[config.mk]
export PLATFORM = sky130hd
export DESIGN_NAME = hrlm_cordic
export DESIGN_NICKNAME = d
export VERILOG_FILES = /design/src/hdl/hrlm_pkg.sv /design/src/hdl/hrlm_cordic.sv
export SDC_FILE = /design/constraint.sdc
export NUM_CORES = 1
export LEC_CHECK = 0
export BUFFER_PORTS_ARGS = -buffer_cell sky130_fd_sc_hd__buf_2
export CAP_MARGIN = 25
export CORE_AREA = 2 2 248 250
export CTS_BUF_LIST = sky130_fd_sc_hd__clkbuf_8
export CTS_CLUSTER_SIZE = 40
export DETAILED_ROUTE_END_ITERATION = 6
export DIE_AREA = 0 0 250 252
export HOLD_SLACK_MARGIN = 0.08
export SYNTH_ARGS = -nofsm -noshare
export SYNTH_HDL_FRONTEND = slang
export SYNTH_SLANG_ARGS = --single-unit
[constraint.sdc]
create_clock -name i_clk -period 13.9 [get_ports i_clk]
set_input_delay 1.39 -clock i_clk [delete_from_list [all_inputs] [get_ports i_clk]]
set_output_delay 1.39 -clock i_clk [all_outputs]
set_load 0.05 [all_outputs]
[src/hdl/hrlm_pkg.sv]
// shared constants and helpers for the haversine route length block
// fixed-point formats: angles Q2.30, h in Q60, distances in 2^-16 km
package hrlm_pkg;

    localparam int AW = 34;   // cordic x/y and multiplier operand width
    localparam int ZW = 36;   // angle width

    localparam logic signed [AW-1:0] KINV_Q30    = 34'sd652032874;
    localparam logic signed [ZW-1:0] PI_Q30      = 36'sd3373259426;
    localparam logic signed [ZW-1:0] HALF_PI_Q30 = 36'sd1686629713;
    localparam logic signed [ZW-1:0] TWO_PI_Q30  = 36'sd6746518852;
    localparam logic signed [AW-1:0] RAD_MUL     = 34'sd503056906;
    localparam logic signed [AW-1:0] DIAM_KM     = 34'sd12742;
    localparam logic [60:0]          ONE_Q60     = 61'h1000_0000_0000_0000;
    localparam logic [47:0]          MASK48      = 48'hFFFF_FFFF_FFFF;

    typedef enum logic {
        t_rotate = 1'b0,
        t_vector = 1'b1
    } t_cordic_mode;

    // atan(2^-i) in Q30: table head, then 2^(30-i), then zero
    function automatic logic [31:0] atan_step(input logic [5:0] i);
        logic [31:0] v;
        unique case (i)
            6'd0: v = 32'd843314856;
            6'd1: v = 32'd497837829;
            6'd2: v = 32'd263043836;
            6'd3: v = 32'd133525158;
            6'd4: v = 32'd67021686;
            6'd5: v = 32'd33543515;
            6'd6: v = 32'd16775850;
            6'd7: v = 32'd8388437;
            6'd8: v = 32'd4194282;
            6'd9: v = 32'd2097149;
            default: v = (i <= 6'd30) ? (32'd1 << (6'd30 - i)) : 32'd0;
        endcase
        return v;
    endfunction

endpackage

[src/hdl/hrlm_cordic.sv]
// iterative cordic unit: rotation (sin/cos with quadrant fold) and vectoring
// one micro-rotation per cycle; depends on hrlm_pkg
module hrlm_cordic import hrlm_pkg::*; #(
    parameter int STEPS = 32
) (
    input  logic                 i_clk,
    input  logic                 i_rst_n,
    input  logic                 i_start,
    input  t_cordic_mode         i_mode,
    input  logic signed [AW-1:0] i_x,
    input  logic signed [AW-1:0] i_y,
    input  logic signed [ZW-1:0] i_z,
    output logic                 o_done,
    output logic signed [AW-1:0] o_x,
    output logic signed [AW-1:0] o_y,
    output logic signed [ZW-1:0] o_z
);

    localparam int CW = $clog2(STEPS + 1);

    logic               r_busy;
    logic               r_done;
    logic [CW-1:0]      r_cnt;
    t_cordic_mode       r_mode;
    logic               r_neg_cos;
    logic signed [AW-1:0] r_x, r_y;
    logic signed [ZW-1:0] r_z;

    logic signed [ZW-1:0] f0, f1, f2, f3, fa;
    logic                 fneg;
    logic signed [AW-1:0] dx, dy;
    logic signed [ZW-1:0] at;
    logic                 dir_pos;

    // fold angle into [-pi/2, pi/2]
    always_comb begin
        f0 = (i_z > PI_Q30) ? i_z - TWO_PI_Q30 : i_z;
        f1 = (f0 > PI_Q30) ? f0 - TWO_PI_Q30 : f0;
        f2 = (f1 < -PI_Q30) ? f1 + TWO_PI_Q30 : f1;
        f3 = (f2 < -PI_Q30) ? f2 + TWO_PI_Q30 : f2;
        fneg = 1'b0;
        fa   = f3;
        if (f3 > HALF_PI_Q30) begin
            fa   = PI_Q30 - f3;
            fneg = 1'b1;
        end else if (f3 < -HALF_PI_Q30) begin
            fa   = -PI_Q30 - f3;
            fneg = 1'b1;
        end
    end

    // one micro-rotation
    always_comb begin
        dx = r_y >>> r_cnt;
        dy = r_x >>> r_cnt;
        at = ZW'(signed'({1'b0, atan_step(6'(r_cnt))}));
        dir_pos = (r_mode == t_rotate) ? (r_z >= 0) : (r_y <= 0);
    end

    always_ff @(posedge i_clk) begin
        if (!i_rst_n) begin
            r_busy <= 1'b0;
            r_done <= 1'b0;
            r_cnt  <= '0;
        end else begin
            r_done <= 1'b0;
            if (i_start) begin
                r_busy <= 1'b1;
                r_cnt  <= '0;
                r_mode <= i_mode;
                if (i_mode == t_rotate) begin
                    r_x <= KINV_Q30;
                    r_y <= '0;
                    r_z <= fa;
                    r_neg_cos <= fneg;
                end else begin
                    r_x <= i_x;
                    r_y <= i_y;
                    r_z <= '0;
                    r_neg_cos <= 1'b0;
                end
            end else if (r_busy) begin
                // rotate: positive direction drives z down; vector: y>0 drives y down
                if (r_mode == t_rotate) begin
                    if (dir_pos) begin
                        r_x <= r_x - dx; r_y <= r_y + dy; r_z <= r_z - at;
                    end else begin
                        r_x <= r_x + dx; r_y <= r_y - dy; r_z <= r_z + at;
                    end
                end else begin
                    if (!dir_pos) begin
                        r_x <= r_x + dx; r_y <= r_y - dy; r_z <= r_z + at;
                    end else begin
                        r_x <= r_x - dx; r_y <= r_y + dy; r_z <= r_z - at;
                    end
                end
                r_cnt <= r_cnt + 1'b1;
                if (r_cnt == CW'(STEPS - 1)) begin
                    r_busy <= 1'b0;
                    r_done <= 1'b1;
                end
            end
        end
    end

    assign o_done = r_done;
    assign o_x    = r_neg_cos ? -r_x : r_x;
    assign o_y    = r_y;
    assign o_z    = r_z;

endmodule

Word level (Yosys, flattened, before mapping)
Cells that the tools add are included.

Add/subtract/negate cells: 15. Multipliers: 0. Div/mod/pow operators: 0. Order comparisons: 9. Equal/unequal tests: 10. Shift operators: 3. Muxes and demuxes: 28. Bitwise logic cells: 2. Reductions and logical operators: 6.

Operator list (count): two-way mux 36 bit (10); one-hot mux 32 bit (10 select lines) (1); two-way mux 34 bit (9); adder 36 x 34 -> 36 bit (second input constant) (2); > comparator 36 x 33 -> 1 bit (second input constant) (2); < comparator 36 x 33 -> 1 bit (second input constant) (2); subtractor 33 x 36 -> 36 bit (first input constant) (2); subtractor 36 x 34 -> 36 bit (second input constant) (2); adder 34 bit (2); >>> shifter 34 x 6 -> 34 bit (2); subtractor 34 bit (2); adder 36 x 33 -> 36 bit (1); greater-or-equal comparator 36 x 1 -> 1 bit (second input constant) (1); > comparator 36 x 32 -> 1 bit (second input constant) (1); < comparator 36 x 32 -> 1 bit (second input constant) (1); subtractor 36 x 33 -> 36 bit (1); less-or-equal comparator 34 x 1 -> 1 bit (second input constant) (1); negation 34 bit (1); two-way mux 32 bit (1); left shift 1 x 6 -> 32 bit (first input constant) (1); equality test 6 x 3 -> 1 bit (second input constant) (4); equality test 6 x 2 -> 1 bit (second input constant) (2); equality test 6 x 4 -> 1 bit (second input constant) (2); two-way mux 1 bit (7); 11 further kinds (13).

Register bits after elaboration: 114. Bits in latches: 0. Bits in writable memories: 0. Memory bits (read-only): 0. Input port bits: 108. Output and inout bits: 105. Word-level logic and storage cells: 81. Memories: 0.

Logic depth before layout (Yosys ltp)
Word-level depth: 13. Depth in mapped cells: 52. Gate-level depth less buffers: 43.

Worst setup path before layout
Ideal clock, no wire load.

Kind: input to register. From: input port i_z[22]. To: register r_z[31], in the netlist o_z[31], data pin. Library setup time: 0.255 ns. Arrival: 11.690 ns. Required time: 13.645 ns. Slack: 1.955 ns. Cell stages on the path: 47. Buffers on the path: 11. Path through: clkbuf_1 > or3_1 > or3_4 > o31a_1 > buf_6 > nand2_1 > buf_2 > buf_2 > buf_1 > nor2_1 > a21oi_1 > ha_1 > a21boi_0 > o41ai_2 > a211o_1 > buf_4 > nand2_1 > clkbuf_1 > [... 11 more ...] > ha_1 > nand2_1 > mux2_2 > a21o_1 > o311a_1 > or4_1 > o21ai_1 > xor2_1 > nor2_1 > o2111ai_1 > or4_1 > o311a_1 > o21a_1 > clkbuf_1 > a211oi_1 > a211oi_1 > xnor2_1 > a31o_1.

Cells in the longest elaborated chain, start to end: 13. Elaborated cells on any way between the ends: 20.

RTL lines: start: declaration (line hrlm_cordic.sv:12) `input logic signed [ZW-1:0] i_z,`; subtractor 36 x 34 -> 36 bit / > comparator 36 x 33 -> 1 bit (equally long branches) (line hrlm_cordic.sv:37) `f0 = (i_z > PI_Q30) ? i_z - TWO_PI_Q30 : i_z;`; two-way mux 36 bit (*) (line hrlm_cordic.sv:37); subtractor 36 x 34 -> 36 bit / > comparator 36 x 33 -> 1 bit (equally long branches) (line hrlm_cordic.sv:38) `f1 = (f0 > PI_Q30) ? f0 - TWO_PI_Q30 : f0;`; two-way mux 36 bit (*) (line hrlm_cordic.sv:38); adder 36 x 34 -> 36 bit / < comparator 36 x 33 -> 1 bit (equally long branches) (line hrlm_cordic.sv:39) `f2 = (f1 < -PI_Q30) ? f1 + TWO_PI_Q30 : f1;`; two-way mux 36 bit (*) (line hrlm_cordic.sv:39); adder 36 x 34 -> 36 bit / < comparator 36 x 33 -> 1 bit (equally long branches) (line hrlm_cordic.sv:40) `f3 = (f2 < -PI_Q30) ? f2 + TWO_PI_Q30 : f2;`; two-way mux 36 bit (*) (line hrlm_cordic.sv:40); subtractor 33 x 36 -> 36 bit / < comparator 36 x 32 -> 1 bit (equally long branches) (line hrlm_cordic.sv:47, hrlm_cordic.sv:46); two-way mux 36 bit (line hrlm_cordic.sv:46) `end else if (f3 < -HALF_PI_Q30) begin`; two-way mux 36 bit (*) (line hrlm_cordic.sv:43) `if (f3 > HALF_PI_Q30) begin`; two-way mux 36 bit (*) (line hrlm_cordic.sv:71) `if (i_mode == t_rotate) begin`; two-way mux 36 bit (*) (line hrlm_cordic.sv:67) `if (i_start) begin`; end signal: assignment (line hrlm_cordic.sv:86) `r_x <= r_x - dx; r_y <= r_y + dy; r_z <= r_z - at;`; end signal: assignment (line hrlm_cordic.sv:88) `r_x <= r_x + dx; r_y <= r_y - dy; r_z <= r_z + at;`; end signal: assignment (line hrlm_cordic.sv:92) `r_x <= r_x + dx; r_y <= r_y - dy; r_z <= r_z + at;`; end: declaration (line hrlm_cordic.sv:27) `logic signed [ZW-1:0] r_z;`.

Mark *: on every way between the ends. The rest lies on a longest branch, timed or not. A chain may end at the register's enable or synchronous reset.

Worst setup path after layout
From: input port i_z[9]. To: register r_z[18], in the netlist o_z[18], data pin.

The elaborated chain is that of the path after synthesis.

==> flow_summary.rst <==
.. list-table::
   :header-rows: 1

   * - Metric
     - Value
   * - Total power per unit cell area
     - 231 mW/mm²
   * - Mapped Cells
     - 3811
   * - Most numerous cell types in the synthesized netlist
     - 475 x sky130_fd_sc_hd__nand2_1, 332 x sky130_fd_sc_hd__nor2_1, 314 x sky130_fd_sc_hd__o21ai_0
   * - Detailed Route WL
     - 100000 µm
   * - Depth of the worst hold-timing path
     - 2
   * - Max frequency
     - 77.8 MHz
   * - Final global-route overflow total
     - 0
   * - Final setup violation count
     - 0
   * - TritonCTS clock tree
     - done
   * - Endpoint of the worst hold-timing path
     - r_cnt[1]
   * - Unrepaired setup endpoints after global routing
     - false
   * - Count of unique library cells instantiated by Yosys
     - 125
   * - First-pass iteration count of the detailed router
     - 6
   * - GP Congestion
     - 0.995
   * - Setup fix buffers added after clock tree synthesis
     - 0
   * - Number of standard-cell rows in the floorplan
     - 90
   * - Final Hold Viols
     - 0
   * - Capture point of the worst reg-to-reg path
     - o_z[35]
   * - Quantity of I/O buffers inserted on ports
     - 212
   * - Period utilization
     - 92.5%
   * - Global Route Usage Sum
     - 31.0%
   * - HP Class
     - reg2reg
   * - Crit path launch type
     - input port
   * - Post-layout minimum cycle time
     - 12.86 ns
   * - Worst R2R Start
     - r_cnt[2]
   * - Clock latency on the worst-skew pair
     - 0.55 ns
   * - Ys flop type
     - sky130_fd_sc_hd__edfxtp_1
   * - Accumulated negative setup slack
     - 0 ns
   * - Initial antenna violation count
     - 2
   * - Die Wd
     - 250 µm
   * - Depth of the worst register-to-register path
     - 42
   * - Register-to-register setup slack
     - 4.01 ns
   * - LEAKAGE
     - 10.9 nW
   * - Number of enable flip-flop cells after synthesis
     - 106
   * - CTS buffer count
     - 17
   * - Global-route wire length before repair
     - 157000 µm
   * - Maximum Capacitance Violations
     - 0
   * - CP Data Arrival Time
     - 13.13 ns
   * - Library cell occupying the most area in the post-synthesis netlist
     - sky130_fd_sc_hd__edfxtp_1
   * - Dpl hpwl
     - 78600 µm
   * - Total number of vias
     - 29700
   * - I/O pin cnt
     - 213
   * - Fraction of synthesis flops using an asynchronous set or reset pin
     - 0%
   * - Worst min-delay path startpoint
     - r_cnt[1]
   * - Post-Synthesis Net Count
     - 4044
   * - Number of nets in the final layout
     - 4097
   * - Post-layout worst setup margin
     - 1.04 ns
   * - H-tree depth reported by CTS
     - 4
   * - Total of cells resized after clock tree synthesis
     - 0
   * - Slew @ Worst Pin
     - 1.03 ns
   * - Post-Synthesis Cell Area
     - 0.0270 mm²
   * - Via count of the first global-routing pass
     - 27900
   * - Worst setup skew after layout
     - 0.0230 ns
   * - Share of final-layout standard cells stronger than drive strength 1
     - 12.1%
   * - Cells taking the most area after synthesis
     - sky130_fd_sc_hd__edfxtp_1 12%, sky130_fd_sc_hd__xnor2_1 8.9%, sky130_fd_sc_hd__nand2_1 6.6%
   * - Area fraction of the dominant cell type after synthesis
     - 11.8%
   * - Worst rel slew slack
     - 30.7%
   * - Status
     - completed
   * - Core ar.
     - 0.0601 mm²
   * - Hold Buf Count CTS
     - 0
   * - Maximum net fanout on the critical path
     - 20
   * - Largest voltage drop on the vdd net
     - 0.0803 mV
   * - Number of remaining DRC errors
     - 0
   * - Largest stage delay, worst path
     - 0.68 ns
   * - Fill cell count
     - 6338
   * - Number of DRC violations after detailed-routing iteration 0
     - 2891
   * - Buffer type at the clock tree root
     - sky130_fd_sc_hd__clkbuf_8
   * - Most frequent cell after synthesis
     - sky130_fd_sc_hd__nand2_1
   * - DIE AREA
     - 0.0630 mm²
   * - Clock-pin slew reported for the worst setup and hold paths after clock tree synthesis
     - 0.09 ns
   * - Initial core utilization
     - 44.8%
   * - Number of flip-flops and latches in the synthesized netlist
     - 114
   * - Antenna-violating nets left
     - 0
   * - Routed WL per cell
     - 21.5 µm
   * - Number of max-slew violations in the final report
     - 0
   * - Average footprint of a synthesized cell
     - 7.07 µm²
   * - Number of vias per cell after detailed routing
     - 6.38
   * - Register area share after synthesis
     - 12.4%
   * - Area added between synthesis and finish
     - 6.87%
   * - Critical-path cell with the highest stage delay
     - sky130_fd_sc_hd__o41ai_2
   * - TritonCTS Sinks
     - 114
   * - Vertical extent of the die
     - 252 µm
   * - Required time reported for the critical path endpoint
     - 14.17 ns
   * - Synth warnings
     - 0
   * - Element type at the critical path end
     - register
   * - Type of the worst setup path
     - in2reg
   * - Longest Clk Path Bufs
     - 2
   * - Dpl ws
     - 0.796 ns
   * - Hold Slack
     - 0.538 ns
   * - Pin count of the biggest net entering global routing
     - 81
   * - Final Power
     - 6.66 mW
[layout by cell type (no fill, tap or decap), drive strengths merged, types with 115 or more instances in the layout]
cell   instances
ha           122
nand3        117
inv          135
o21ai        331
a21oi        284
nand2        475
nor2         335
buf          273
xnor2        281
xor2         115
[sequential cells by signal, summed over array words and instances (netlist names)]
signal / count
r_cnt: 6
r_x: 34
o_z: 36
r_mode: 1
r_busy: 1
o_y: 34
r_neg_cos: 1
o_done: 1
[final cells by class]
type / instances / area (µm²) / share of cell area [%]
multi-input cells: 3327 / 22100 / 76.6
flip-flops and latches: 114 / 3350 / 11.6
repair buffers: 273 / 1520 / 5.26
well taps: 782 / 978 / 3.40
inverters: 131 / 492 / 1.71
clock buffers: 17 / 234 / 0.812
clock inverters: 15 / 156 / 0.543
diodes: 1 / 2.50 / 0.00869
[report_power, final]
part           switching, mW  total, mW  internal (mW)
combinational           3.39       5.45           2.05
clock                  0.175      0.334          0.160
sequential             0.259      0.881          0.622
total                   3.82       6.66           2.84
[routing by layer]
layer  track usage, %  wire (µm)  part of all wire [%]  vias to the layer above
li1                 -          -                     -                    14200
met1             38.3      40900                    41                    14100
met2             54.2      48900                    49                     1214
met3             3.69       6250                   6.2                      252
met4             13.3       4270                   4.3                        2
met5                0         13                 0.013                        -
[how the worst max path moves through the flow]
| stage | slack [ns] | to | startpoint | cells past startpoint |
|---|---|---|---|---|
| after global placement | 1.11 | o_z[18] | i_z[34] | 37 |
| after CTS | 1.37 | o_z[18] | i_z[9] | 38 |
| after global routing | 0.32 | o_z[26] | i_z[9] | 37 |
| after floorplan | 1.95 | o_z[31] | i_z[22] | 47 |
| after detailed placement | 0.80 | o_z[18] | i_z[9] | 38 |
| final | 1.04 | o_z[18] | i_z[9] | 38 |
[logic make-up after synthesis]
kind of cell    share of synthesized area (%)
buf+inv                                  5.87
compound gates                           30.4
mux                                      6.33
xor+xnor                                 13.1
flops                                    12.4
fa+ha+maj                                5.89
simple gates                             26.0
[through the flow]
step                instance area, µm²  instances  utilization (%)
finish                           28800       4660             47.9
global route                     28800       4660             47.9
CTS                              28800       4657             47.9
detailed placement               28400       4625             47.2
global placement                 28400       4625             47.2
floorplan                        27000       3811                -
[worst max-delay path: cells and delay by family]
family          cells  cell delay [ns]
xor+xnor            4             1.31
fa+ha+maj           2             0.69
compound gates     17             4.85
mux                 2             0.70
simple gates        8             3.06
buf+inv             5             1.09
Power figures use the tool's default switching activity.
