**src/hdl/hrlm_pkg.sv**
```systemverilog
// shared constants and helpers for the haversine route length block
// fixed-point formats: angles Q2.30, h in Q60, distances in 2^-16 km
package hrlm_pkg;

    localparam int AW = 34;   // cordic x/y and multiplier operand width
    localparam int ZW = 36;   // angle width

    localparam logic signed [AW-1:0] KINV_Q30    = 34'sd652032874;
    localparam logic signed [ZW-1:0] PI_Q30      = 36'sd3373259426;
    localparam logic signed [ZW-1:0] HALF_PI_Q30 = 36'sd1686629713;
    localparam logic signed [ZW-1:0] TWO_PI_Q30  = 36'sd6746518852;
    localparam logic signed [AW-1:0] RAD_MUL     = 34'sd503056906;
    localparam logic signed [AW-1:0] DIAM_KM     = 34'sd12742;
    localparam logic [60:0]          ONE_Q60     = 61'h1000_0000_0000_0000;
    localparam logic [47:0]          MASK48      = 48'hFFFF_FFFF_FFFF;

    typedef enum logic {
        t_rotate = 1'b0,
        t_vector = 1'b1
    } t_cordic_mode;

    // atan(2^-i) in Q30: table head, then 2^(30-i), then zero
    function automatic logic [31:0] atan_step(input logic [5:0] i);
        logic [31:0] v;
        unique case (i)
            6'd0: v = 32'd843314856;
            6'd1: v = 32'd497837829;
            6'd2: v = 32'd263043836;
            6'd3: v = 32'd133525158;
            6'd4: v = 32'd67021686;
            6'd5: v = 32'd33543515;
            6'd6: v = 32'd16775850;
            6'd7: v = 32'd8388437;
            6'd8: v = 32'd4194282;
            6'd9: v = 32'd2097149;
            default: v = (i <= 6'd30) ? (32'd1 << (6'd30 - i)) : 32'd0;
        endcase
        return v;
    endfunction

endpackage

```
**src/hdl/hrlm_sqrt.sv**
```systemverilog
// bit-serial floor square root of a Q60 value, one result bit per cycle
// depends on hrlm_pkg
module hrlm_sqrt import hrlm_pkg::*; (
    input  logic        i_clk,
    input  logic        i_rst_n,
    input  logic        i_start,
    input  logic [60:0] i_n,
    output logic        o_done,
    output logic [30:0] o_root
);

    logic        r_busy;
    logic        r_done;
    logic [4:0]  r_k;
    logic [61:0] r_rem, r_root, r_bit;
    logic [61:0] trial;

    assign trial = r_root + r_bit;

    always_ff @(posedge i_clk) begin
        if (!i_rst_n) begin
            r_busy <= 1'b0;
            r_done <= 1'b0;
            r_k    <= '0;
        end else begin
            r_done <= 1'b0;
            if (i_start) begin
                r_busy <= 1'b1;
                r_k    <= '0;
                r_rem  <= {1'b0, i_n};
                r_root <= '0;
                r_bit  <= 62'd1 << 60;
            end else if (r_busy) begin
                // compare and subtract one bit pair
                if (r_rem >= trial) begin
                    r_rem  <= r_rem - trial;
                    r_root <= (r_root >> 1) + r_bit;
                end else begin
                    r_root <= r_root >> 1;
                end
                r_bit <= r_bit >> 2;
                r_k   <= r_k + 1'b1;
                if (r_k == 5'd30) begin
                    r_busy <= 1'b0;
                    r_done <= 1'b1;
                end
            end
        end
    end

    assign o_done = r_done;
    assign o_root = r_root[30:0];

endmodule

```
**config.mk**
```make
export PLATFORM = sky130hd
export DESIGN_NAME = hrlm_sqrt
export DESIGN_NICKNAME = d
export VERILOG_FILES = /design/src/hdl/hrlm_pkg.sv /design/src/hdl/hrlm_sqrt.sv
export SDC_FILE = /design/constraint.sdc
export NUM_CORES = 1
export LEC_CHECK = 0
export BUFFER_PORTS_ARGS = -buffer_cell sky130_fd_sc_hd__clkbuf_2
export CAP_MARGIN = 10
export CORE_MARGIN = 8
export CORE_UTILIZATION = 55
export CTS_CLUSTER_DIAMETER = 200
export CTS_CLUSTER_SIZE = 20
export DETAILED_ROUTE_END_ITERATION = 7
export GPL_TIMING_DRIVEN = 1
export MAX_ROUTING_LAYER = met4
export PLACE_DENSITY = 0.74
export SLEW_MARGIN = 20
export SYNTH_ARGS = -nofsm -noshare
export SYNTH_HDL_FRONTEND = slang
export SYNTH_SLANG_ARGS = --single-unit
export TNS_END_PERCENT = 20
```
**constraint.sdc**
```tcl
create_clock -name i_clk -period 20.7 [get_ports i_clk]
set_input_delay 1.035 -clock i_clk [delete_from_list [all_inputs] [get_ports i_clk]]
set_output_delay 1.035 -clock i_clk [all_outputs]
set_load 0.05 [all_outputs]
```
# == After elaboration in Yosys (flattened, before gate mapping) ==
# Cells that the tools add are included.
# word_totals
regBits,162
input_bits,64
output_inout_bits,32
wordCells,31
# op_classes
n_addsub,4
n_lt_le_gt_ge,1
n_eq_ne,1
muxes,10
n_bitwise,2
n_reduce_logical,6
# op_table
operator,count
$mux 62,4
$mux 61,2
$add 61x61->62,1
$add 62x61->62,1
$ge 62x62->1,1
$sub 62x62->62,1
$add 5x1->5 const B,1
$eq 5x5->1 const B,1
$mux 1,4
$reduce_bool 2->1,2
$reduce_and 3->1,1
$reduce_or 3->1,1
$not 1->1,2
$reduce_and 2->1,1
$reduce_or 2->1,1

# == Depth between registers and ports, before layout ==
# Gate-level depths: netlist of run 1.
# depth
depth_word,5
depth_mapped,26
depth_no_buf,23

# == Worst setup path before layout of run 1 ==
# No wires, ideal clock.
# synth_timing
kind,register -> register
start,register r_root[2]
end,register r_rem[0] (enable)
arrival_ns,7.704
required_ns,20.198
slack_ns,12.493
path_stages_with_launch,25
synth_period_minus_slack_ns,8.207
cell_sequence,edfxtp_1 ha_1 a31o_2 a31oi_1 o21ai_0 a21o_1 a21oi_1 o21ai_0 nand2_1 o311ai_0 a31oi_1 xor2_1 ha_1 clkbuf_1 nand4_1 nor4_1 nand4_1 nor4_1 nor3_1 o21ai_1 a221oi_2 buf_4 buf_6 buf_6 a21oi_1
# synth_via
elab_chain_cells,4
# synth_rtl
element,line,rtl
"start, declared",hrlm_sqrt.sv:15,"logic [61:0] r_rem, r_root, r_bit;"
"start signal, assigned",hrlm_sqrt.sv:37,r_root <= (r_root >> 1) + r_bit;
"start signal, assigned",hrlm_sqrt.sv:39,r_root <= r_root >> 1;
$add 62x61->62,hrlm_sqrt.sv:18,assign trial = r_root + r_bit;
$ge 62x62->1,hrlm_sqrt.sv:35,if (r_rem >= trial) begin
$reduce_bool 2->1 (no source line),n/a,
$reduce_and 3->1 (no source line),n/a,
"end signal, assigned",hrlm_sqrt.sv:30,"r_rem <= {1'b0, i_n};"
"end signal, assigned",hrlm_sqrt.sv:36,r_rem <= r_rem - trial;
"end, declared",hrlm_sqrt.sv:15,
# Every way passes these cells.
# A chain may end at the register's enable or synchronous reset.

# == Worst setup path in the final report of run 1 ==
# layout_timing
start,register r_root[2]
end,register r_rem[44] (enable)
# The elaborated chain is that of the path after synthesis.

==> results of run 1 <==
-- layout make-up --
class                           count  area, um2  area share (%)
Clock buffer                       18      429.2           2.672
Clock inverter                     14      188.9           1.176
Inverter                           38      143.9          0.8957
Multi-Input combinational cell   1457       9547           59.43
Sequential cell                   162       4795           29.85
Tap cell                          341      426.7           2.656
Timing Repair Buffer              102      534.3           3.326
-- cells in the final DEF, fill, tap and decap left out, types with 12 or more instances in the layout --
cell type | synthesis | routed
nor3_1 | 24 | 24
a211oi_1 | 23 | 23
nor2b_1 | 45 | 45
ha_1 | 128 | 128
or3_1 | 34 | 34
o21a_1 | 17 | 17
nand3_1 | 29 | 29
clkbuf_2 | 0 | 94
a21o_1 | 41 | 41
o21bai_1 | 35 | 35
inv_1 | 37 | 36
xor2_1 | 72 | 72
xnor2_1 | 71 | 71
a31oi_1 | 66 | 66
nand4_1 | 45 | 45
a31o_2 | 17 | 17
a21oi_1 | 132 | 131
nand2b_1 | 12 | 12
nand2_1 | 214 | 214
and3_1 | 12 | 12
clkbuf_16 | 0 | 17
edfxtp_1 | 155 | 155
nor2_1 | 134 | 134
o21ai_0 | 160 | 160
-- flip-flops by register name (all words and copies together) (netlist names) --
register  cells
r_bit        31
o_done        1
r_root       62
r_k           5
r_busy        1
r_rem        62
-- cell families after synthesis --
group	count (synthesis)	synth area share (%)
xor gates and xnor gates	143	8.339
muxes	2	0.1416
AOI/OAI and AO/OA	600	25.83
adders and majority gates	129	10.80
and+or+nand+nor	583	18.29
DFF	162	31.92
buffers and inverters	144	4.673
-- worst max-delay path: stages, from the launching register on --
cell and delay, ps:
edfxtp_1 460, ha_1 380, a31o_2 190, a31oi_1 140, o21ai_0 510, a21o_1 250, a21oi_1 130, o21ai_0 310
nand2_1 180, o311ai_0 560, a31oi_1 170, xor2_1 180, ha_1 540, nand4_1 130, nor4_1 220, nand4_1 200
nor4_1 200, nor3_1 70, o21ai_1 260, a221oi_4 140, a21oi_4 170, buf_4 670
-- metrics by stage --
stage / setup slack [ps] / hold slack, ps
finish: 14180 / 518.7
detailed placement: 14320 / 513.6
global placement: 14510 / 503.2
floorplan: 12490 / 479.5
CTS: 14290 / 520.8
global route: 13700 / 577.4
-- power groups by stage --
stage | logic, mW | registers [mW] | clock network (mW)
3_3_place_gp | 0.699 | 0.463 | 0
6_report | 0.721 | 0.459 | 0.344
5_1_grt | 0.799 | 0.464 | 0.357
3_5_place_dp | 0.710 | 0.464 | 0
2_1_floorplan | 0.573 | 0.447 | 0
4_1_cts | 0.713 | 0.458 | 0.348
-- routing by layer --
| metal | GRT usage [%] | vias up | routed length (um) |
|---|---|---|---|
| li1 | - | 6603 | - |
| met1 | 35.96 | 6441 | 19670 |
| met2 | 36.35 | 518 | 17310 |
| met3 | 3.230 | 53 | 2826 |
| met4 | 7.675 | 0 | 879 |
| met5 | - | - | 0 |
-- final timing paths --
path,end,cells past startpoint,from
worst max-delay path,r_rem[44],21,r_root[2]
worst min-delay path,r_k[1],2,r_k[1]
worst max register to register,r_rem[44],21,r_root[2]
worst min register to register,r_k[1],2,r_k[1]
==> flow_metrics.tcl, run 1 <==
set metrics [dict create \
    die_area_mm2 0.03285 \
    cts_hold_buf 0 \
    fp.dieH_um 181.3 \
    synth_area_mm2 0.01502 \
    gp_congestion 0.9761 \
    cell_internal_pwr_uw 882.0 \
    grt_pass1_vias 12490 \
    grt_pass1_wl_mm 65.79 \
    die_w_um 181.3 \
    cts_setup_buffers 0 \
    synth_top_area_share_pct 30.99 \
    port_buffers 95 \
    num_rows 60 \
    fill_cells 2416 \
    p_per_area_mw_per_mm2 94.92 \
    viasPerCell 6.386 \
    wl_mm 40.69 \
    ctsResizeCount 0 \
    path_clk_slew_ps 70 \
    num_io_pins 96 \
    seq_area_frac_synth_pct 31.92 \
    endpoint_kind "flop" \
    pwr-share-seq_pct 30.1 \
    slew_viol_final 0 \
    synth_common_cells "nand2_1 (214), o21ai_0 (160), edfxtp_1 (155)" \
    rsz0062_at_grt "false" \
    arrival_ps 6580 \
    critical_path_class "reg -> reg" \
    fin_cells 2132 \
    dpl_cell_area_mm2 0.01545 \
    first_pass_iters 8 \
    r2r_slack_ps 14180 \
    syn-num-nets 1956 \
    setup_viol 0 \
    synth_edf_count 155 \
    synth_cell_types 83 \
    worstPathMaxFanout 62 \
    clock-sinks 162 \
    cts_buffers 17 \
    fin_worst_skew_ps 25.29 \
    cts-root-buf "clkbuf_16" \
    ys_ff_latch 162 \
    postRouteAntennaNets 0 \
    antenna_found_initial 0 \
    p_leak_nw 6.111 \
    fin_nets 1971 \
    crit_required_ps 20760 \
    synthArstFlopShare_pct 0 \
    drtIter0Drc 1442 \
    cp-start-kind "flop" \
    gr-total-overflow 0 \
    fmax_ghz 0.1533 \
    finalSetupTns_ps 0 \
    grt_max_degree 89 \
    synth_area_leaders "edfxtp_1 (31%), ha_1 (11%), nand2_1 (5.3%)" \
    ys_warn_count 0 \
    diodes 0 \
    yosysMostFrequentCell "nand2_1" \
    clock_insertion_delay_worst_skew_ps 450 \
    maxCapViolations 0 \
    core_area_mm2 0.02688 \
    dp_cells 2100 \
    fin_area_mm2 0.01606 \
    finalCritPeriodShare_pct 31.50 \
    wl_per_cell_um 19.08 \
    cts_tree "built" \
    dpl.hpwl_mm 30.65 \
    synth.avg_cell_area_um2 8.519 \
    final_util_pct 59.77 \
    grt.total_usage_pct 25.10 \
    synth_flop_cell "edfxtp_1" \
    min_period_ps 6521 \
    post-route-drc-count 0 \
    clk_path_buf_depth 2 \
    synth_largest_area_cell "edfxtp_1" \
    p_sw_uw 642.8 \
    p_sw_share_pct 42.16 \
    p_comb_share_pct 47.3 \
    synthToLayoutAreaGrowth_pct 6.956 \
    p_total_mw 1.525 \
    relSlewSlack_pct 32.83 \
    netlist_instances 1763 \
    drive_gt1_share_pct 10.16 \
    hold_viol 0 \
    cts_max_level 4 \
    hold_class "reg -> reg" \
    status "finished, final reports clean" \
    p_clk_share_pct 22.6 \
    ir_drop_mv 0.06594 \
    tightest_slew_ps 1008 \
    vias 13620 \
    initial_core_util_pct 55.88 \
]
No activity file was read; power rests on OpenSTA's default activity.
==> run 2: changes to the inputs <==
Settings changed: ABC_AREA set to 1, PLACE_DENSITY 0.74 to 0.76.
Clock period 20.7 ns to 5.95 ns, I/O delays scaled along.
==> flow_metrics.tcl, run 2 <==
set metrics [dict create \
    status "finished with violations" \
    violations "DRC" \
    r2r_slack_ps 610 \
    post-route-drc-count 1 \
    core_area_mm2 0.03566 \
    ys_ff_latch 162 \
    setup_viol 0 \
    clk_path_buf_depth 2 \
    min_period_ps 5336 \
    cts_buffers 17 \
    final_common_cell "nand2_1" \
    final_cell_mix "nand2_1 (1368), inv_1 (571), nor2_1 (346), nand3_1 (212), edfxtp_1 (155)" \
    fin_worst_skew_ps 16.16 \
    yosys.area_share.simple_pct 41.96 \
    crit_required_ps 6090 \
    synth_top_area_share_pct 25.72 \
    num_io_pins 96 \
    cts_setup_buffers 0 \
    wl_per_cell_um 19.50 \
    synthToLayoutAreaGrowth_pct 6.298 \
    netlist_instances 3416 \
    drive_gt1_share_pct 4.908 \
    maxCapViolations 0 \
    tightest_slew_ps 872.6 \
    synth_top_family_by_area "simple AND/OR/NAND/NOR gates" \
    dp_cells 3913 \
    viasPerCell 5.724 \
    min_from "i_n[3]" \
    worst-r2r-cell-count 24 \
    synth_edf_count 155 \
    r2r_start "r_root[22]" \
    synth_fa_ha_area_share_pct 8.121 \
    whs_endpoint "r_rem[3]" \
    cts_tree "built" \
    synth-xor-area-share_pct 4.299 \
    hold_viol 0 \
    fmax_ghz 0.1874 \
    ctsResizeCount 0 \
    relSlewSlack_pct 41.82 \
    ff_latch_area_mm2 0.004795 \
    synth_largest_area_cell "nand2_1" \
    antenna_found_initial 0 \
    reg.largest.list "r_rem: 62 flops, r_root: 62 flops, r_bit: 31 flops" \
    cts-root-buf "clkbuf_16" \
    rsz0062_at_grt "false" \
    synth_area_mm2 0.01997 \
    fin_nets 3664 \
    finalCritPeriodShare_pct 89.68 \
    hold_class "in -> reg" \
    die_w_um 206.5 \
    grt_pass1_wl_mm 115.8 \
    arrival_ps 5480 \
    fin_hold_ws_ps 98.55 \
    clock_insertion_delay_worst_skew_ps 470 \
    multi_input_area_mm2 0.01255 \
    hold_depth 3 \
    wl_mm 76.94 \
    fin_cells 3945 \
    num_rows 69 \
    dpl_cell_area_mm2 0.02068 \
    port_buffers 95 \
    fill_cells 3481 \
    r2r-end "r_rem[57]" \
    cp-start-kind "flop" \
    vias 22580 \
    synth_area_leaders "nand2_1 (26%), edfxtp_1 (23%), inv_1 (11%)" \
    p_total_mw 6.023 \
    die_area_mm2 0.04266 \
    clock-sinks 162 \
    seq_area_frac_synth_pct 24.01 \
    fin_area_mm2 0.02123 \
    synth_cell_types 44 \
    initial_core_util_pct 56.00 \
    worstPathMaxFanout 32 \
    synth_common_cells "nand2_1 (1368), inv_1 (572), nor2_1 (346)" \
    postRouteAntennaNets 0 \
    dp_slack_ps 809.6 \
    synth_flop_cell "edfxtp_1" \
    first_pass_iters 8 \
    fp.dieH_um 206.5 \
    grt_pass1_vias 21560 \
    synthArstFlopShare_pct 0 \
    fin_ws_ps 614.1 \
    grt_max_degree 64 \
    yosysMostFrequentCell "nand2_1" \
    cts_max_level 4 \
    p_leak_nw 11.10 \
    drtIter0Drc 2622 \
    dpl.hpwl_mm 62.69 \
    critical_path_class "reg -> reg" \
    endpoint_kind "flop" \
    gr-total-overflow 0 \
    syn-num-nets 3609 \
    ir_drop_mv 0.2170 \
    gp_congestion 1.133 \
    slew_viol_final 0 \
    path_clk_slew_ps 80 \
    grt.total_usage_pct 36.76 \
    ys_warn_count 0 \
    synth.avg_cell_area_um2 5.845 \
    cts_hold_buf 0 \
    diodes 0 \
    muxShareOfSynthArea_pct 0 \
    finalSetupTns_ps 0 \
    final_util_pct 59.53 \
    p_per_area_mw_per_mm2 283.8 \
    synth_compound_area_share_pct 8.415 \
]
-- run 2: cell types whose count changed after synthesis, moves of 18 or more --
cell	change
a211oi_1	-23
a21o_1	-37
a31oi_1	-62
clkbuf_1	-38
inv_1	+535
nand2_1	+1154
nand3_1	+183
nand3b_1	+23
nor2_1	+212
nor2b_1	-45
nor3_1	+18
o21ai_0	-30
or3_1	-34
xor2_1	-33
-- run 2: report_power, final --
group          leakage, nW  switching, mW  total, mW  internal [mW]
clock                0.264          0.553       1.10          0.549
combinational         9.28           2.27       3.28           1.01
sequential            1.55          0.190       1.64           1.46
total                 11.1           3.01       6.02           3.01
-- run 2: critical path: stages (launching register included) --
cell	delay, ps
edfxtp_1	550
ha_1	420
nand2_1	110
o21ai_0	310
nand2_1	120
o21ai_0	450
a21oi_1	60
o21ai_0	350
nand3_1	200
nand3b_1	140
nand2_1	120
ha_1	420
nand2_2	100
inv_2	70
nand2_1	80
nor2_1	210
nand2_1	110
nor2_2	110
nand2_1	70
nand3_1	80
nor2_2	60
nand2_2	130
o21ai_0	110
inv_2	310
buf_12	280
-- run 2: cell families (layout without fill, tap and decap cells) --
kind of cell,after synthesis,count (layout)
xor+xnor,98,98
compound gates,315,315
buf+inv,646,714
simple gates,2066,2066
fa+ha+maj,129,129
flops,162,162
-- run 2: final cells by class --
| cell class | instances | area share [%] |
|---|---|---|
| Multi-Input combinational cell | 2608 | 59.12 |
| Sequential cell | 162 | 22.59 |
| Inverter | 577 | 10.20 |
| Timing Repair Buffer | 105 | 2.782 |
| Tap cell | 461 | 2.718 |
| Clock buffer | 18 | 2.022 |
| Clock inverter | 14 | 0.5600 |
-- run 2: routing by layer --
| layer | global-route usage, % | vias up | routed length, um |
|---|---|---|---|
| li1 | - | 10790 | - |
| met4 | 24.24 | 0 | 5880 |
| met5 | - | - | 0 |
| met2 | 61.17 | 1301 | 35680 |
| met1 | 41.03 | 10210 | 28680 |
| met3 | 5.212 | 286 | 6700 |
-- run 2: how the worst max path moves through the flow --
stage	depth (start not counted)	end	slack, ps	start
after global placement	24	r_rem[55]	890	r_root[22]
after detailed placement	24	r_rem[45]	810	r_root[22]
after floorplan	5	r_rem[0]	450	i_start
final	24	r_rem[57]	610	r_root[22]
after global routing	24	r_rem[57]	150	r_root[20]
after CTS	24	r_rem[45]	790	r_root[22]
==> run 3: changes to the inputs <==
Settings changed: PLACE_DENSITY 0.76 to 0.74.
Clock period 5.95 ns to 5.5 ns, I/O delays scaled along.
==> flow_metrics.tcl, run 3 (same netlist as run 2, synthesis figures left out) <==
set metrics [dict create \
    num_rows 69 \
    cts-root-buf "clkbuf_16" \
    final_cell_mix "nand2_1 (1368), inv_1 (571), nor2_1 (346), nand3_1 (212), edfxtp_1 (155)" \
    pwr-share-seq_pct 27.1 \
    setup.worst_path.start "r_root[22]" \
    num_io_pins 96 \
    first_pass_iters 6 \
    fmax_ghz 0.1929 \
    p_sw_mw 3.261 \
    hold_class "in -> reg" \
    drtIter0Drc 2535 \
    relSlewSlack_pct 43.11 \
    fin_area_mm2 0.02128 \
    p_comb_share_pct 54.4 \
    clock_insertion_delay_worst_skew_ps 480 \
    diodes 0 \
    cell_internal_pwr_mw 3.264 \
    tightest_slew_ps 853.4 \
    status "finished, final reports clean" \
    fp.dieH_um 206.5 \
    synthToLayoutAreaGrowth_pct 6.592 \
    fill_cells 3617 \
    dpl.hpwl_mm 63.00 \
    min_period_ps 5184 \
    worstPathMaxFanout 23 \
    final_common_cell "nand2_1" \
    gr-total-overflow 0 \
    grt.total_usage_pct 36.90 \
    grt_pass1_wl_mm 116.1 \
    reg.largest.list "r_rem: 62 flops, r_root: 62 flops, r_bit: 31 flops" \
    vias 22380 \
    clk_path_buf_depth 2 \
    ir_drop_mv 0.2410 \
    grt_pass1_vias 21500 \
    critical_path_class "reg -> reg" \
    cts_hold_buf 0 \
    wl_per_cell_um 19.41 \
    port_buffers 95 \
    slew_viol_final 0 \
    cp-start-kind "flop" \
    worst-r2r-cell-count 22 \
    initial_core_util_pct 56.00 \
    final_util_pct 59.69 \
    fin_nets 3672 \
    finalSetupTns_ps 0 \
    die_area_mm2 0.04266 \
    setup_viol 0 \
    rsz0062_at_grt "false" \
    post-route-drc-count 0 \
    p_total_mw 6.525 \
    gp_congestion 1.050 \
    r2r_slack_ps 320 \
    p_per_area_mw_per_mm2 306.6 \
    wl_mm 76.74 \
    antenna_found_initial 0 \
    ctsResizeCount 0 \
    viasPerCell 5.662 \
    r2r-end "r_rem[14]" \
    hold_viol 0 \
    endpoint_kind "flop" \
    finalCritPeriodShare_pct 94.26 \
    worstSetupEndpoint "r_rem[14]" \
    p_clk_share_pct 18.5 \
    drive_gt1_share_pct 5.097 \
    cts_buffers 17 \
    arrival_ps 5330 \
    core_area_mm2 0.03566 \
    die_w_um 206.5 \
    grt_max_degree 71 \
    cts_max_level 4 \
    postRouteAntennaNets 0 \
    fin_worst_skew_ps 20.04 \
    p_sw_share_pct 49.98 \
    cts_tree "built" \
    p_leak_nw 11.15 \
    maxCapViolations 0 \
    crit_required_ps 5650 \
    clock-sinks 162 \
    dpl_cell_area_mm2 0.02074 \
    cts_setup_buffers 0 \
    r2r_start "r_root[22]" \
    path_clk_slew_ps 70 \
]
[run 3: cell types whose count changed in the layout (fill, tap and decap cells not counted), sizes merged]
cell | previous run | this run
clkinv | 3 | 7
buf | 11 | 19
clkinvlp | 3 | 0
inv | 585 | 584
[run 3: per-stage QoR]
step,setup WS (ps),hold WS (ps),instances
after floorplan,25.77,373.9,3416
after global placement,517.5,471.2,3921
after detailed placement,473.2,495.4,3921
after CTS,449.0,62.54,3953
after global routing,25.05,71.19,3953
final,315.7,66.24,3953
[run 3: critical path, stage by stage, from the launching register on]
cell      delay, ps
edfxtp_1        570
ha_1            430
nand2_1         110
o21ai_0         360
nand2_1         130
o21ai_0         300
a21oi_1          80
o21ai_0         290
nand2_1         260
nand3b_1        160
nand2_1         100
ha_1            400
nand2_1         190
nor3_1          270
nand2_1          90
nor2_1          100
nand2_1          80
nand3_1         100
nor2_2           70
nand2_2         140
o21ai_0         140
inv_2           150
buf_4           320
[run 3: per-layer routing]
metal	global-route usage (%)	vias to the layer above	part of all wire [%]
li1	-	10810	-
met1	42.29	10080	38
met2	60.62	1207	46
met3	4.338	283	8.2
met4	24.52	0	7.7
met5	-	-	0
[run 3: power groups by stage]
| stage | Clock (mW) | Sequential (mW) | Combinational [mW] |
|---|---|---|---|
| 2_1_floorplan | 0 | 1.70 | 2.53 |
| 3_3_place_gp | 0 | 1.77 | 3.37 |
| 3_5_place_dp | 0 | 1.78 | 3.44 |
| 4_1_cts | 1.20 | 1.75 | 3.46 |
| 5_1_grt | 1.25 | 1.77 | 3.91 |
| 6_report | 1.21 | 1.77 | 3.55 |
[run 3: final cells by class]
type / count / area, um2 / share of cell area (%)
Sequential cell: 162 / 4795 / 22.53
Timing Repair Buffer: 113 / 650.6 / 3.057
Clock buffer: 18 / 429.2 / 2.016
Clock inverter: 14 / 117.6 / 0.5526
Tap cell: 461 / 576.8 / 2.710
Multi-Input combinational cell: 2608 / 12550 / 58.96
Inverter: 577 / 2166 / 10.18
[run 3: worst min path at each step]
stage,startpoint,endpoint,slack [ps],cells after the start
global placement,r_k[3],r_k[3],470,2
floorplan,i_start,r_bit[60],370,0
detailed placement,r_busy,r_k[1],500,1
CTS,i_n[3],r_rem[3],60,3
finish,i_n[3],r_rem[3],70,3
global route,i_n[3],r_rem[3],70,3
